$ cat src/rtl/gtp_pkg.sv
// Shared constants, register indexes and types of the Goertzel tone power detector.
package gtp_pkg;

    // Operands of the shared multiplier are cut into 32-bit chunks plus a sign bit.
    localparam int CHUNK_W    = 32;
    localparam int MUL_W      = CHUNK_W + 1;
    // Chunk position within the accumulator; covers products of up to 128 bits.
    localparam int POS_W      = 2;

    // Fixed-point formats.
    localparam int FRAC_W     = 16;
    localparam int OUT_SHIFT  = 48;

    // Configuration register widths.
    localparam int COEF_W     = 19;
    localparam int TRIG_W     = 18;
    localparam int SCALE_W    = 32;
    localparam int CFG_IDX_W  = 3;
    localparam int CFG_DATA_W = 32;

    typedef enum logic [CFG_IDX_W-1:0] {
        REG_COEF_FEEDBACK  = 3'd0,
        REG_COS_END_PHASE  = 3'd1,
        REG_COS_NEXT_PHASE = 3'd2,
        REG_SIN_END_PHASE  = 3'd3,
        REG_SIN_NEXT_PHASE = 3'd4,
        REG_NORM_SCALE     = 3'd5
    } t_reg_idx;

    // Control that travels with one product through the multiply-accumulate unit.
    typedef struct packed {
        logic             issue;
        logic             clr;
        logic             sub;
        logic [POS_W-1:0] pos;
    } t_mac_ctl;

endpackage

$ cat src/rtl/gtp_mac.sv
// Shared chunked multiply-accumulate unit with rounding and saturation of the accumulator.
module gtp_mac import gtp_pkg::*; #(
    parameter int STATE_WIDTH = 48
) (
    input  logic                          i_clk,
    input  logic                          i_rst_n,
    input  t_mac_ctl                      i_ctl,
    input  logic signed [MUL_W-1:0]       i_a,
    input  logic signed [MUL_W-1:0]       i_b,
    output logic signed [STATE_WIDTH-1:0] o_rnd_state,
    output logic [STATE_WIDTH-1:0]        o_rnd_out,
    output logic [2*STATE_WIDTH-1:0]      o_pwr
);

    localparam int ACC_W = 2 * STATE_WIDTH + 34;
    localparam int RS_W  = ACC_W - FRAC_W;
    localparam int RO_W  = ACC_W - OUT_SHIFT;
    localparam logic [STATE_WIDTH-1:0] S_MAX = {1'b0, {(STATE_WIDTH-1){1'b1}}};
    localparam logic [STATE_WIDTH-1:0] S_MIN = {1'b1, {(STATE_WIDTH-1){1'b0}}};

    t_mac_ctl                   r_ctl;
    logic signed [2*MUL_W-1:0]  r_prod;
    logic signed [ACC_W-1:0]    r_acc;
    logic signed [ACC_W-1:0]    prod_sh;
    logic signed [ACC_W-1:0]    acc_base;
    logic signed [ACC_W-1:0]    rnd_s_sum;
    logic signed [ACC_W-1:0]    rnd_o_sum;
    logic signed [RS_W-1:0]     rnd_s;
    logic signed [RO_W-1:0]     rnd_o;
    logic [RS_W-STATE_WIDTH:0]  s_hi;
    logic [RO_W-STATE_WIDTH-1:0] o_hi;

    always_ff @(posedge i_clk) begin
        if (!i_rst_n) begin
            r_ctl <= '0;
        end else begin
            r_ctl <= i_ctl;
        end
    end

    // The product is registered before it is shifted into place and accumulated.
    always_ff @(posedge i_clk) begin
        r_prod <= i_a * i_b;
        if (r_ctl.issue) begin
            r_acc <= r_ctl.sub ? (acc_base - prod_sh) : (acc_base + prod_sh);
        end
    end

    always_comb begin
        prod_sh  = ACC_W'(r_prod) <<< (CHUNK_W * r_ctl.pos);
        acc_base = r_ctl.clr ? '0 : r_acc;
    end

    // Round half up by 16 bits and saturate to the signed state width.
    always_comb begin
        rnd_s_sum = r_acc + (ACC_W'(1) <<< (FRAC_W - 1));
        rnd_s     = RS_W'(rnd_s_sum >>> FRAC_W);
        s_hi      = rnd_s[RS_W-1:STATE_WIDTH-1];
        if ((&s_hi) || !(|s_hi)) begin
            o_rnd_state = rnd_s[STATE_WIDTH-1:0];
        end else if (rnd_s[RS_W-1]) begin
            o_rnd_state = S_MIN;
        end else begin
            o_rnd_state = S_MAX;
        end
    end

    // Round half up by 48 bits and saturate to the unsigned output width.
    always_comb begin
        rnd_o_sum = r_acc + (ACC_W'(1) <<< (OUT_SHIFT - 1));
        rnd_o     = RO_W'(rnd_o_sum >>> OUT_SHIFT);
        o_hi      = rnd_o[RO_W-1:STATE_WIDTH];
        if (rnd_o[RO_W-1]) begin
            o_rnd_out = '0;
        end else if (|o_hi) begin
            o_rnd_out = '1;
        end else begin
            o_rnd_out = rnd_o[STATE_WIDTH-1:0];
        end
    end

    assign o_pwr = r_acc[2*STATE_WIDTH-1:0];

endmodule

$ cat config.mk
export PLATFORM = sky130hd
export DESIGN_NAME = gtp_mac
export DESIGN_NICKNAME = d
export VERILOG_FILES = /design/src/rtl/gtp_pkg.sv /design/src/rtl/gtp_mac.sv
export SDC_FILE = /design/constraint.sdc
export NUM_CORES = 2
export LEC_CHECK = 0
export CORE_MARGIN = 2
export CORE_UTILIZATION = 55
export CTS_BUF_LIST = sky130_fd_sc_hd__clkbuf_8
export CTS_CLUSTER_SIZE = 40
export DETAILED_ROUTE_END_ITERATION = 8
export DONT_BUFFER_PORTS = 1
export HOLD_SLACK_MARGIN = 0.15
export PLACE_DENSITY_LB_ADDON = 0.08
export SKIP_LAST_GASP = 1
export SYNTH_ARGS = -nofsm -noshare
export SYNTH_HDL_FRONTEND = slang
export SYNTH_SLANG_ARGS = --single-unit
$ cat constraint.sdc
create_clock -name i_clk -period 13.23 [get_ports i_clk]
set_input_delay 2.646 -clock i_clk [delete_from_list [all_inputs] [get_ports i_clk]]
set_output_delay 2.646 -clock i_clk [all_outputs]
set_load 0.005 [all_outputs]
==> metrics <==
total negative slack=0 ns; area grow syn2layout=0.833%; Mean Syn Cell Area=8.37 sq um; routed vias=52,130; Yosys cell types=83; Critical Path RT=13.70 ns; asr flop ratio synth=0%; layout cell share with drive strength beyond 1=1.98%; Routed WL=213 mm; WL met3=17.4 mm; Crit path top cell by count=fa_1; vias in the first global route=53,742; Startpoint Class=input port; H-tree depth=2; placer congestion estimate=1.00; max_cap viols=0; period utilization=79.7%; CP endpoint kind=flop; Final min period=10.55 ns; Filler Cell Count=11,046; area leader, netlist=fa_1; reg-to-reg endpoint=r_acc[122]; met1 WL=89.8 mm; DRC=0; Die Ht=347 um; die area=120,000 sq um; Highest Signal Layer=met4; final slew viol count=0; Worst R2R Path Depth=22; Max Fanout on Critical Path=33; post-cts repair resize count=0; CTS Buf Count=35; final hold violations=0; largest net degree at the start of global routing=93; post-route ant nets=0; top-count cell post-synth=inv_1; internal reg-to-reg setup slack=4.09 ns; Hold Path Class=reg -> reg; Seq/Total Area, Yosys=8.25%; Initial Util=55.5%; DRT Pass-1 Iters=6; Hold Path Stages=0; cell at the slowest stage of the critical path=o311ai_0; post-DP HPWL=171 mm; # IOs=265; CP bufs+invs=6; CP Depth=22; RSZ-0062 raised after global routing=no; YS warnings=0; met2 WL=97.5 mm; area of the core=116,000 sq um; Clock Pin Slew Worst Setup and Hold Paths=0.07 ns; Fin Clk Skew=0.0780 ns; hold path startpoint=r_ctl[4]; WHS Endpoint=r_acc[1]; Post-CTS Hold Buffers=0; Post-Syn Nets=9,279; clock root buffer=clkbuf_8; CP Data Arrival Time=11.02 ns; GRT Total Usage=35.6%; clk_lat worst skew=0.64 ns; setup violators final=0; Rel. slew slack=17.7%; outcome=complete, no violations; Synth Register Bits=201; initial antenna violation count=3; Primary FF master, synth=edfxtp_1; CTS max path bufs=3; initial drt markers=4,181; CP Cell Sequence=and2_1 -> fa_1 -> inv_1 -> fa_1 -> inv_1 -> fa_1 -> inv_1 -> fa_1 -> inv_1 -> fa_1 -> fa_1 -> fa_1 -> inv_1 -> fa_1 -> inv_1 -> ha_1 -> nand4_1 -> o311ai_0 -> a21oi_1 -> o21bai_1 -> a31oi_1 -> xnor2_1; row cnt=125; CP peak stage delay=0.80 ns; routed vias/inst=5.93; Yosys top cell area share=35.5%; WL/cell=24.2 um; worst-margin pin slew=1.22 ns; reg-to-reg startpoint=r_ctl[0]; EDFF count, synth=130; most frequent cells after synthesis=inv_1 (1,286), fa_1 (1,146), nand2_1 (812), and2_1 (591), a21oi_1 (433); CTS tree=yes; critical path type=in -> reg; final net count=8,808; PortBufs=0; chip width=347 um; CTS Sinks=201; grt ovf=0; Post-Syn Area=64,600 sq um; dominant cells by area after synthesis=fa_1 (36%), inv_1 (7.5%), ha_1 (6.8%); first-pass GRT wire length=329 mm; # Post-CTS Setup Buffers=0; max frequency=0.0948 GHz; synthesized instance count=7,711; CP top delay family=adder cells
-- worst max path at each step --
stage	start	to	slack, ns
finish	i_a[32]	r_prod[60]	2.68
global route	i_a[32]	r_prod[60]	2.01
CTS	i_a[32]	r_prod[60]	2.59
detailed placement	i_a[32]	r_prod[60]	1.95
global placement	i_a[32]	r_prod[60]	2.03
floorplan	i_a[32]	r_prod[60]	2.68
-- registers in the layout (all words and copies together), names as in the netlist --
name    cells
r_acc     130
r_prod     66
r_ctl       5
-- metal layers --
layer	track usage (%)	vias up
met5	0	-
met4	12.7	0
met3	5.75	374
met2	57.5	2356
met1	48.6	26064
li1	-	23336
-- kinds of logic after synthesis --
group	after synthesis	share of synthesized area (%)
and+or+nand+nor	2541	19.9
buffers and inverters	1830	11.3
adders and majority gates	1495	42.3
AOI/OAI and AO/OA	1061	10.1
xor gates and xnor gates	471	6.39
DFF	201	8.25
muxes	112	1.74
-- worst register-to-register path: cells and delay by family (launching register included) --
kind | cells | cell delay [ns]
flops | 1 | 0.54
mux | 1 | 0.61
xor+xnor | 2 | 0.69
buf+inv | 2 | 1.08
simple gates | 5 | 2.48
fa+ha+maj | 1 | 0.44
compound gates | 11 | 3.04
-- cells in the final DEF (no fill, tap or decap), types with 8 or more instances in the layout --
master,n
nor2b_1,157
a31o_2,8
dfxtp_1,66
a21oi_1,433
nand3_1,116
nand2_1,812
nand4_1,131
a21o_1,127
o2111ai_1,11
a21boi_0,15
o21bai_1,54
nor3_1,110
and4_1,20
ha_1,349
o21ai_0,176
xor2_1,169
mux2i_1,109
o2bb2ai_1,19
or2_2,20
buf_4,34
o31ai_1,18
o211ai_1,15
inv_1,1293
clkinv_2,8
o21a_1,32
edfxtp_1,130
o31a_1,8
a211oi_1,21
nor2_1,362
or4_1,21
xnor2_1,300
nor3b_1,9
nor4_1,57
or3_1,17
and3_1,67
nand2b_1,24
a31oi_1,45
and2_1,591
clkbuf_8,37
fa_1,1146
-- metrics by stage --
step,utilization (%),setup WS (ns),cell area (sq um),std cells,hold slack (ns)
floorplan,-,2.68,64600,7711,0.741
global placement,55.3,2.03,64300,8727,0.476
detailed placement,55.3,1.95,64300,8727,0.472
CTS,55.9,2.59,65100,8789,0.481
global route,55.9,2.01,65100,8790,0.486
finish,55.9,2.68,65100,8792,0.476
-- layout make-up --
type                            instances  area (sq um)  area share, %
Multi-Input combinational cell       5680         52000           79.9
Clock buffer                           37           509          0.782
Timing Repair Buffer                   34           255          0.392
Inverter                             1288          4830           7.43
Sequential cell                       201          5340           8.21
Tap cell                             1524          1910           2.93
Antenna cell                            3          7.51         0.0115
Clock inverter                         25           260          0.400
Power is not shown: default switching activity piles up to over one toggle a cycle in this logic, so the estimate is an artifact.
